**src/rtl/sm3_pkg.sv**
```systemverilog
`default_nettype none
package sm3_pkg;

  localparam int NumWords = 8;
  localparam int NumRounds = 64;

  localparam logic [31:0] TjLow = 32'h79cc4519;
  localparam logic [31:0] TjHigh = 32'h7a879d8a;
  localparam logic [7:0] PadByte = 8'h80;

  localparam logic [255:0] Iv = {
    32'h7380166F, 32'h4914B2B9, 32'h172442D7, 32'hDA8A0600,
    32'hA96F30BC, 32'h163138AA, 32'hE38DEE4D, 32'hB0FB0E4E
  };

  function automatic logic [31:0] rotl(input logic [31:0] x, input logic [4:0] n);
    logic [63:0] d;
    d = {x, x} << n;
    return d[63:32];
  endfunction

  function automatic logic [31:0] perm0(input logic [31:0] x);
    return x ^ {x[22:0], x[31:23]} ^ {x[14:0], x[31:15]};
  endfunction

  function automatic logic [31:0] perm1(input logic [31:0] x);
    return x ^ {x[16:0], x[31:17]} ^ {x[8:0], x[31:9]};
  endfunction

endpackage
`default_nettype wire

```
**src/rtl/sm3_hash_engine_core.sv**
```systemverilog
`default_nettype none
// SM3 hash engine core. Stream message bytes in one transfer per byte; set
// last_byte on the final transfer (with byte_valid low for a closing transfer
// that carries no byte). Eight 32-bit digest words come out, word 0 first,
// digest_last marking word 7. When the final compression ends, the digest moves
// to its own output register and the engine holds the IV again, so bytes of the
// next message can flow in while the words drain. A closing transfer is held
// off until the previous digest has fully drained.
// Rate: a byte transfer is taken whenever the engine is idle; the 64th byte
// of a block starts a compression, one round per cycle, during which
// input is held off. The message schedule lives in a chain of 16 word cells:
// bytes shift into the chain as they arrive, and each round shifts one
// expanded word in at the tail while the head cell supplies W[j] and the
// fifth cell W[j+4]. A closing transfer pads in place, one byte per cycle,
// and may run one or two compressions before the digest drains one word per
// accepted output transfer.
module sm3_hash_engine_core
  import sm3_pkg::*;
(
  input  wire logic        clk,
  input  wire logic        rst,
  input  wire logic        in_valid,
  output logic             in_ready,
  input  wire logic [7:0]  data_byte,
  input  wire logic        byte_valid,
  input  wire logic        last_byte,
  output logic             out_valid,
  input  wire logic        out_ready,
  output logic [31:0]      digest_word,
  output logic             digest_last
);

  typedef enum logic [2:0] {
    S_IDLE, S_COMP, S_PAD
  } state_t;

  state_t       state;
  logic [5:0]   fill_count;
  logic [63:0]  bit_length;
  logic [255:0] chain_value;
  logic [255:0] work;
  logic [5:0]   rnd;
  logic         finishing;   // padding pending or running for this message
  logic         len_done;    // pad marker already pushed for this message
  logic [2:0]   out_idx;
  logic [255:0] work_next;
  logic [255:0] digest;      // finished digest, drained one word per transfer

  // fin_block: the block now compressing carries the length field.
  logic fin_block;
  logic pad_is_final;
  // A padding block carries the length when the marker landed at or below 55.
  logic lenblk;

  // Schedule chain: cell 0 is the oldest word, cell 15 the newest.
  logic [31:0] w [16];
  logic        w_load;
  logic [7:0]  w_byte;
  logic        w_shift;
  logic [31:0] w_new;

  assign w_new = perm1(w[0] ^ w[7] ^ rotl(w[13], 5'd15)) ^ rotl(w[3], 5'd7) ^ w[10];

  for (genvar k = 0; k < 16; k++) begin : g_cells
    logic [31:0] lw, sw;
    if (k == 15) begin : g_tail
      assign lw = {w[15][23:0], w_byte};
      assign sw = w_new;
    end else begin : g_body
      // Byte loads shift along the whole chain 8 bits at a time.
      assign lw = {w[k][23:0], w[k + 1][31:24]};
      assign sw = w[k + 1];
    end
    sm3_wcell u_cell (
      .clk(clk), .load(w_load), .load_word(lw),
      .shift(w_shift), .shift_word(sw), .word(w[k])
    );
  end

  sm3_round u_round (
    .state_in(work), .rnd(rnd), .wj(w[0]), .wpj(w[0] ^ w[4]), .state_out(work_next)
  );

  logic take;
  // Hold off a closing transfer while the previous digest still drains.
  assign in_ready = (state == S_IDLE) && !(out_valid && last_byte);
  assign take = in_valid && in_ready;

  assign digest_word = digest[255 - 32 * out_idx -: 32];
  assign digest_last = (out_idx == 3'd7);

  // Byte to push in the padding phase.
  logic [7:0] pad_byte;
  always_comb begin
    pad_byte = 8'h00;
    if (!len_done) begin
      pad_byte = PadByte;
    end else if (fill_count >= 6'd56 && lenblk) begin
      pad_byte = bit_length[63 - 8 * (fill_count[2:0]) -: 8];
    end
  end

  always_comb begin
    w_load = 1'b0;
    w_byte = data_byte;
    w_shift = (state == S_COMP);
    if (take && byte_valid) begin
      w_load = 1'b1;
    end else if (take && last_byte) begin
      w_load = 1'b1;
      w_byte = PadByte;
    end else if (state == S_PAD) begin
      w_load = 1'b1;
      w_byte = pad_byte;
    end
  end

  always_ff @(posedge clk) begin
    if (rst) begin
      state <= S_IDLE;
      fill_count <= '0;
      bit_length <= '0;
      chain_value <= Iv;
      finishing <= 1'b0;
      len_done <= 1'b0;
      rnd <= '0;
      out_idx <= '0;
      out_valid <= 1'b0;
    end else begin
      // Drain the digest register; the index wraps back to word 0.
      if (out_valid && out_ready) begin
        out_idx <= out_idx + 3'd1;
        if (out_idx == 3'd7) begin
          out_valid <= 1'b0;
        end
      end
      unique case (state)
        S_IDLE: begin
          if (take && byte_valid) begin
            fill_count <= fill_count + 6'd1;
            bit_length <= bit_length + 64'd8;
            finishing <= last_byte;
            if (fill_count == 6'd63) begin
              state <= S_COMP;
              rnd <= '0;
              work <= chain_value;
            end else if (last_byte) begin
              state <= S_PAD;
            end
          end else if (take && last_byte) begin
            // closing transfer with no byte: push the pad marker now
            finishing <= 1'b1;
            len_done <= 1'b1;
            fill_count <= fill_count + 6'd1;
            if (fill_count == 6'd63) begin
              state <= S_COMP;
              rnd <= '0;
              work <= chain_value;
            end else begin
              state <= S_PAD;
            end
          end
        end
        S_PAD: begin
          // len_done low means the 0x80 marker is still owed
          fill_count <= fill_count + 6'd1;
          if (!len_done) begin
            len_done <= 1'b1;
          end
          if (fill_count == 6'd63) begin
            state <= S_COMP;
            rnd <= '0;
            work <= chain_value;
          end
        end
        S_COMP: begin
          work <= work_next;
          rnd <= rnd + 6'd1;
          if (rnd == 6'(NumRounds - 1)) begin
            fill_count <= '0;
            if (finishing && pad_is_final) begin
              // hand the digest to the output register and reload the IV
              digest <= chain_value ^ work_next;
              out_valid <= 1'b1;
              chain_value <= Iv;
              bit_length <= '0;
              finishing <= 1'b0;
              len_done <= 1'b0;
              state <= S_IDLE;
            end else begin
              chain_value <= chain_value ^ work_next;
              if (!finishing) begin
                state <= S_IDLE;
              end else begin
                state <= S_PAD;
              end
            end
          end
        end
        default: state <= S_IDLE;
      endcase
    end
  end

  assign pad_is_final = fin_block;
  always_ff @(posedge clk) begin
    if (rst) begin
      fin_block <= 1'b0;
    end else if (state == S_PAD && fill_count == 6'd63 && len_done) begin
      fin_block <= lenblk;
    end else if (state == S_COMP && rnd == 6'(NumRounds - 1)) begin
      fin_block <= 1'b0;
    end
  end

  always_ff @(posedge clk) begin
    if (rst) begin
      lenblk <= 1'b0;
    end else if (state == S_PAD && !len_done) begin
      lenblk <= (fill_count <= 6'd55);
    end else if (take && !byte_valid && last_byte) begin
      lenblk <= (fill_count <= 6'd55);
    end else if (state == S_COMP && rnd == 6'(NumRounds - 1) && finishing) begin
      lenblk <= 1'b1;
    end
  end

  a_out_hold: assert property (@(posedge clk) disable iff (rst)
    out_valid && !out_ready |=> out_valid && $stable(out_idx))
    else $error("digest index moved while stalled");
  a_no_in_busy: assert property (@(posedge clk) disable iff (rst)
    state == S_COMP |-> !in_ready)
    else $error("input accepted during compression");
  a_iv_after: assert property (@(posedge clk) disable iff (rst)
    $rose(out_valid) |-> chain_value == Iv)
    else $error("IV not restored");

endmodule
`default_nettype wire

```
**src/rtl/sm3_wcell.sv**
```systemverilog
`default_nettype none
// One cell of the message schedule chain: holds one word, loads a byte-shifted
// word during fill, and shifts its word to the neighbor on each round.
module sm3_wcell
  import sm3_pkg::*;
(
  input  wire logic        clk,
  input  wire logic        load,
  input  wire logic [31:0] load_word,
  input  wire logic        shift,
  input  wire logic [31:0] shift_word,
  output logic [31:0]      word
);

  always_ff @(posedge clk) begin
    if (load) begin
      word <= load_word;
    end else if (shift) begin
      word <= shift_word;
    end
  end

endmodule
`default_nettype wire

```
**src/rtl/sm3_round.sv**
```systemverilog
`default_nettype none
// One compression round, combinational.
module sm3_round
  import sm3_pkg::*;
(
  input  wire logic [255:0] state_in,
  input  wire logic [5:0]   rnd,
  input  wire logic [31:0]  wj,
  input  wire logic [31:0]  wpj,
  output logic [255:0]      state_out
);

  logic [31:0] a, b, c, d, e, f, g, h;
  logic [31:0] tj, a12, ss1, ss2, ff, gg, tt1, tt2;

  always_comb begin
    {a, b, c, d, e, f, g, h} = state_in;
    tj = (rnd < 6'd16) ? TjLow : TjHigh;
    a12 = rotl(a, 5'd12);
    ss1 = rotl(a12 + e + rotl(tj, rnd[4:0]), 5'd7);
    ss2 = ss1 ^ a12;
    ff = (rnd < 6'd16) ? (a ^ b ^ c) : ((a & b) | (a & c) | (b & c));
    gg = (rnd < 6'd16) ? (e ^ f ^ g) : ((e & f) | (~e & g));
    tt1 = ff + d + ss2 + wpj;
    tt2 = gg + h + ss1 + wj;
    state_out = {tt1, a, rotl(b, 5'd9), c, perm0(tt2), e, rotl(f, 5'd19), g};
  end

endmodule
`default_nettype wire

```
**config.mk**
```make
export PLATFORM = sky130hd
export DESIGN_NAME = sm3_hash_engine_core
export DESIGN_NICKNAME = d
export VERILOG_FILES = /design/src/rtl/sm3_pkg.sv /design/src/rtl/sm3_hash_engine_core.sv /design/src/rtl/sm3_wcell.sv /design/src/rtl/sm3_round.sv
export SDC_FILE = /design/constraint.sdc
export NUM_CORES = 2
export LEC_CHECK = 0
export BUFFER_PORTS_ARGS = -buffer_cell sky130_fd_sc_hd__buf_4
export CAP_MARGIN = 20
export CORE_MARGIN = 2
export CORE_UTILIZATION = 55
export DETAILED_ROUTE_END_ITERATION = 8
export GPL_TIMING_DRIVEN = 0
export PLACE_DENSITY = 0.73
export REMOVE_ABC_BUFFERS = 1
export SLEW_MARGIN = 0
export SYNTH_ARGS = -nofsm -noshare
export SYNTH_HDL_FRONTEND = slang
export SYNTH_SLANG_ARGS = --single-unit
```
**constraint.sdc**
```tcl
create_clock -name clk -period 18.4 [get_ports clk]
set_clock_uncertainty 0.15 [all_clocks]
set_input_delay 0 -clock clk [delete_from_list [all_inputs] [get_ports clk]]
set_output_delay 0 -clock clk [all_outputs]
set_load 0.02 [all_outputs]
```
Word-level counts from Yosys, hierarchy flattened

Cells that the tools add are included.

Reduce and logical (&&, ||, !) cells: 33
Shifts and indexed selects: 3
Bitwise gates (word level): 25
Add/sub/neg operators: 14
Equality and inequality tests: 13
Order comparisons: 3
Mux-type cells: 87

Operators by type and width:

| cell                                          | number |
|---|---|
| two-way mux 32 bit                            | 34 |
| two-way mux 256 bit                           | 4 |
| case mux 256 bit (3 select lines)             | 1 |
| XOR 32 bit                                    | 14 |
| variable part select 287 x 33 -> 32 bit       | 1 |
| adder 32 bit                                  | 8 |
| XOR 256 bit                                   | 1 |
| two-way mux 64 bit                            | 3 |
| AND 32 bit                                    | 5 |
| case mux 64 bit (2 select lines)              | 1 |
| OR 32 bit                                     | 3 |
| variable part select 71 x 33 -> 8 bit         | 1 |
| adder 64 x 4 -> 64 bit, second input constant | 1 |
| left shift 64 x 5 -> 64 bit                   | 1 |
| two-way mux 8 bit                             | 5 |
| two-way mux 6 bit                             | 6 |
| case mux 6 bit (3 select lines)               | 2 |
| inverter 32 bit                               | 1 |
| two-way mux 26 bit                            | 1 |
| two-way mux 1 bit                             | 18 |
| two-way mux 3 bit                             | 6 |
| AND reduction 4 bit                           | 4 |
| logical AND 1 bit                             | 15 |
| adder 6 x 1 -> 6 bit, second input constant   | 2 |
| 26 further kinds                              | 40 |

Register bits: 1367
Output and inout port bits: 35
Input bits: 14
Logic and storage cells: 207

Longest topological paths before layout

Depth after elaboration: 11
Mapped depth: 46
Depth with buffers taken out: 41

By module

From an unflattened synthesis, not the netlist that was laid out.

Cell total of the unflattened synthesis: 6358
Area total of the unflattened synthesis: 76305.7 sq um

Modules (own cells, without submodules):

| module               | cells each | seq. area each (sq um) | area each (sq um) | times used |
|---|---|---|---|---|
| sm3_hash_engine_core | 3391       | 22161.3                | 37773.7           | 1 |
| sm3_wcell            | 69         | 960.9                  | 1507.7            | 16 |
| sm3_round            | 1863       | 0.0                    | 14408.8           | 1 |

Worst setup path before layout

OpenSTA, ideal clock, no wires.

Path kind: flip-flop to flip-flop
Start point: register rnd[0]
End point: register digest[0] (enable)
Required time: 17.062 ns
Path slack: -1.383 ns
Stages on the path, launching flop included: 6
Library setup time: 1.188 ns
Arrival time: 18.445 ns
Buffers on the path: 0
Clock period less this slack: 19.783 ns
Cell sequence: dfxtp_1 > ha_1 > nand3_1 > nor2_1 > nand2_1 > nor3_1

Longest elaborated chain between the ends: 2

Ends and longest elaborated chain:

| item                          | RTL line                    | source |
|---|---|---|
| start: declaration            | sm3_hash_engine_core.sv:42  | `logic [5:0] rnd;` |
| start signal: assignment      | sm3_hash_engine_core.sv:178 | `rnd <= rnd + 6'd1;` |
| == test 6 bit                 | sm3_hash_engine_core.sv:179 | `if (rnd == 6'(NumRounds - 1)) begin` |
| AND reduction 4 bit (no line) | --                          |  |
| end signal: assignment        | sm3_hash_engine_core.sv:183 | `digest <= chain_value ^ work_next;` |
| end: declaration              | sm3_hash_engine_core.sv:47  | `logic [255:0] digest;` |

No other way between the ends.
A chain may end at the register's enable or synchronous reset.

Worst setup path in the final report

Start point: register rnd[4]
End point: register chain_value[253]

Longest elaborated chain between the ends: 9
Elaborated cells on any way between the ends: 13
Classes of those cells: add/sub (4); order compare (1); eq/ne (1); shift (1); mux (3); bitwise (2); reduce/logical (1)

Ends and longest elaborated chain:

| item                        | RTL line                         | source |
|---|---|---|
| < comparator 6 x 5 -> 1 bit | sm3_round.sv:18, sm3_round.sv:22 |  |
| two-way mux 26 bit          | sm3_round.sv:18                  | `tj = (rnd < 6'd16) ? TjLow : TjHigh;` |
| left shift 64 x 5 -> 64 bit | sm3_pkg.sv:18                    | `d = {x, x} << n;` |
| adder 32 bit                | sm3_round.sv:20                  | `ss1 = rotl(a12 + e + rotl(tj, rnd[4:0]), 5'd7);` |
| XOR 32 bit                  | sm3_round.sv:21                  | `ss2 = ss1 ^ a12;` |
| adder 32 bit (2 in series)  | sm3_round.sv:24                  | `tt1 = ff + d + ss2 + wpj;` |
| XOR 256 bit                 | sm3_hash_engine_core.sv:191      | `chain_value <= chain_value ^ work_next;` |
| two-way mux 256 bit         | sm3_hash_engine_core.sv:181      | `if (finishing && pad_is_final) begin` |
| end signal: assignment      | sm3_hash_engine_core.sv:123      | `chain_value <= Iv;` |
| end signal: assignment      | sm3_hash_engine_core.sv:185      | `chain_value <= Iv;` |
| end signal: assignment      | sm3_hash_engine_core.sv:191      |  |
| end: declaration            | sm3_hash_engine_core.sv:40       | `logic [255:0] chain_value;` |

Parallel ways exist; a longest one is shown, timed or not.

==> flow_summary.json <==
{
  "synthFlopType": "edfxtp_1",
  "use_met1": 0.401,
  "grt_max_degree": 96,
  "grt_pass1_wl_um": 307000,
  "p_sw_mw": 3.08,
  "cp.required_ps": 18960,
  "fmax_ghz": 0.0790,
  "max-slew-margin-rel": 0.192,
  "wirelength_um": 206000,
  "grt-ovfl-total": 0,
  "grt_pass1_vias": 50250,
  "clkLatencyLatePin_ps": 780,
  "fp.coreArea_mm2": 0.129,
  "fin_crit_sh": 0.688,
  "p_leak_nw": 31.3,
  "critPathTopFamily": "compound AO/OA/AOI/OAI gates",
  "ant_nets": 0,
  "synth_edf_count": 1024,
  "cts_sinks": 1363,
  "rsz0062_at_grt": "no",
  "synth_cells": 7087,
  "met2_usage": 0.494,
  "hold_violations": 0,
  "cts_root_buffer": "clkbuf_16",
  "holdCritPathClass": "in -> reg",
  "peakVddDrop_mv": 0.0863,
  "cts_tree": "yes",
  "tns_ps": 0,
  "rows": 132,
  "wl_per_cell_um": 23.1,
  "die_w_um": 365,
  "dp_slack_ps": 6070,
  "layout-drive-gt1-share": 0.0755,
  "slowest_delay_ps": 980,
  "io_buffers": 48,
  "fin_hold_ws_ps": 94.9,
  "fin_ws_ps": 5750,
  "drv_cap": 0,
  "grt_usage": 0.309,
  "start_util": 0.554,
  "slowest_stage": "dfxtp_2",
  "place_hpwl_um": 148000,
  "crit_type": "reg -> reg",
  "cts_buffers": 144,
  "use_met3": 0.0549,
  "io_pins": 49,
  "setup_viol": 0,
  "avgSynthCellArea_um2": 10.1,
  "start_kind": "flip-flop",
  "synth-seq-cells": 1363,
  "drt-pass1-iter-count": 8,
  "dieArea_mm2": 0.133,
  "viasPerCell": 5.85,
  "ctsResizeCount": 0,
  "dpl_cell_area_mm2": 0.0750,
  "cts_hold_buf": 25,
  "fin_crit_ps": 12650,
  "power_frac_comb": 0.278,
  "drv_slew": 0,
  "cts_buffer_depth": 3,
  "antenna_found_initial": 4,
  "clk_pin_slew_worst_paths_ps": 60,
  "die_y_um": 365,
  "cts_setup_buffers": 0,
  "num_vias": 52102,
  "nNetsFinal": 7350,
  "cp_common_cell": "a21oi_1",
  "worstMarginPinSlew_ps": 1200,
  "htreeDepth": 4,
  "final_area_mm2": 0.0800,
  "pwr-share-clk": 0.307,
  "areaGrowthSynthToFinish_pct": 11.4,
  "post-route-util": 0.618,
  "cp_num_buf_inv": 3,
  "synth.distinct_cells": 77,
  "syn_area_mm2": 0.0718,
  "path_max_fanout": 95,
  "status": "finished clean",
  "drc": 0,
  "drt-initial-drc-count": 5486,
  "end_kind": "flip-flop",
  "intPower_mw": 6.33,
  "ys.warnings.count": 0,
  "ys_seq_area_frac": 0.523,
  "arrival_ps": 13210,
  "gp_congestion": 1.02,
  "busiest_layer": "met2",
  "synthArstFlopShare": 0,
  "power.density_mw_per_mm2": 118,
  "p_seq_frac": 0.415,
  "sw_frac_of_total": 0.327
}
## cell type report
class | instances | area, um^2
antenna | 1 | 2.50
clock buffer | 204 | 4030
clock inverter | 54 | 599
fill | 10463 | 49500
inverter | 226 | 853
multi-input combinational | 5143 | 32200
sequential | 1363 | 37600
tap | 1742 | 2180
timing repair buffer | 167 | 2590
## worst register-to-register path: cells and delay by family (launching register included)
family	cells	cell delay, ps
AO/OA/AOI/OAI	18	4130
adder cells (fa/ha/maj)	7	2910
multiplexers	1	320
XOR/XNOR	3	1300
buffers and inverters	3	1200
flip-flops	1	980
AND/OR/NAND/NOR	5	1610
## final timing paths
| kind | start | to | slack, ps | cells past startpoint |
|---|---|---|---|---|
| worst max register to register | rnd[4]$_SDFFE_PP0P_ | chain_value[253]$_SDFFE_PP1P_ | 5750 | 37 |
| worst min register to register | chain_value[0]$_SDFFE_PP0P_ | chain_value[0]$_SDFFE_PP0P_ | 330 | 2 |
| worst min-delay path | rst | chain_value[73]$_SDFFE_PP0P_ | 90 | 3 |
| worst max-delay path | rnd[4]$_SDFFE_PP0P_ | chain_value[253]$_SDFFE_PP1P_ | 5750 | 37 |
## registers in the layout (all words and copies together) (netlist names)
name and count:
digest 256, work 256, bit_length 61, out_valid 1
rnd 6, len_done 1, state 2, g_cells.u_cell.word 512
finishing 1, lenblk 1, fill_count 6, out_idx 3
chain_value 256, fin_block 1
## synth_stat cells (14+ instances only)
cell	number	area [um^2]
dfxtp_1	339	6790
or3_1	17	106
edfxtp_1	1024	30700
nand2b_1	22	138
o221ai_1	14	123
o21ai_0	246	1230
a211oi_1	21	158
a31oi_1	16	100
mux2_2	73	822
a22o_1	16	140
nand2_1	2410	9050
o22a_1	91	797
nor2b_1	17	106
xor2_1	372	3260
clkbuf_1	311	1170
o21ai_1	23	115
nor3_1	50	250
a21o_1	50	375
o211ai_1	14	105
and3_1	20	125
mux4_2	77	1730
o31ai_1	19	143
ha_1	103	1290
nor2_1	242	908
fa_1	188	3760
nand3_1	177	886
a21oi_1	328	1640
mux2i_1	42	420
xnor2_1	353	3090
nand4_1	24	150
inv_1	225	845
buf_1	42	158
## layer usage
metal	part of all wire	routed length, um
met5	0.000063	13
met2	0.46	95500
met4	0.063	12900
met3	0.083	17200
met1	0.39	80200
## cell usage in the layout, fill, tap and decap left out, drive strengths merged, types with 19 or more instances in the layout
| master | n |
|---|---|
| inv | 231 |
| o31ai | 19 |
| nor3 | 52 |
| nor2 | 244 |
| and3 | 20 |
| o21ai | 269 |
| mux4 | 77 |
| fa | 188 |
| xor2 | 373 |
| nand2b | 22 |
| mux2i | 42 |
| o22a | 91 |
| a211oi | 21 |
| clkbuf | 204 |
| nand4 | 24 |
| xnor2 | 357 |
| dlygate4sd3 | 25 |
| buf | 142 |
| dfxtp | 339 |
| nand3 | 177 |
| mux2 | 73 |
| nand2 | 2410 |
| a21o | 52 |
| a21oi | 328 |
| edfxtp | 1024 |
| clkinv | 37 |
| ha | 103 |
## power groups by stage
stage / Sequential, mW / Combinational [mW] / Clock [mW]
after CTS: 3.90 / 2.60 / 2.93
final: 3.90 / 2.62 / 2.89
after global placement: 3.96 / 2.68 / 0
after detailed placement: 3.97 / 2.57 / 0
after floorplan: 3.91 / 1.90 / 0
after global routing: 3.93 / 2.82 / 3.04
## per-stage QoR
| stage | power [mW] | std cells |
|---|---|---|
| floorplan | 5.82 | 6732 |
| global placement | 6.64 | 8522 |
| detailed placement | 6.53 | 8613 |
| CTS | 9.43 | 8896 |
| global route | 9.79 | 8899 |
| finish | 9.41 | 8900 |
## cell families (layout without fill, tap and decap cells)
| kind of cell | count (synthesis) | count (layout) | share of synthesized area |
|---|---|---|---|
| AOI/OAI and AO/OA | 912 | 912 | 0.0773 |
| xor gates and xnor gates | 732 | 732 | 0.0902 |
| adders and majority gates | 291 | 291 | 0.0704 |
| buffers and inverters | 581 | 651 | 0.0305 |
| DFF | 1363 | 1363 | 0.523 |
| muxes | 192 | 192 | 0.0415 |
| other | 0 | 1 | 0 |
| and+or+nand+nor | 3016 | 3016 | 0.167 |
Note: power is estimated with default switching activity, not from simulation.
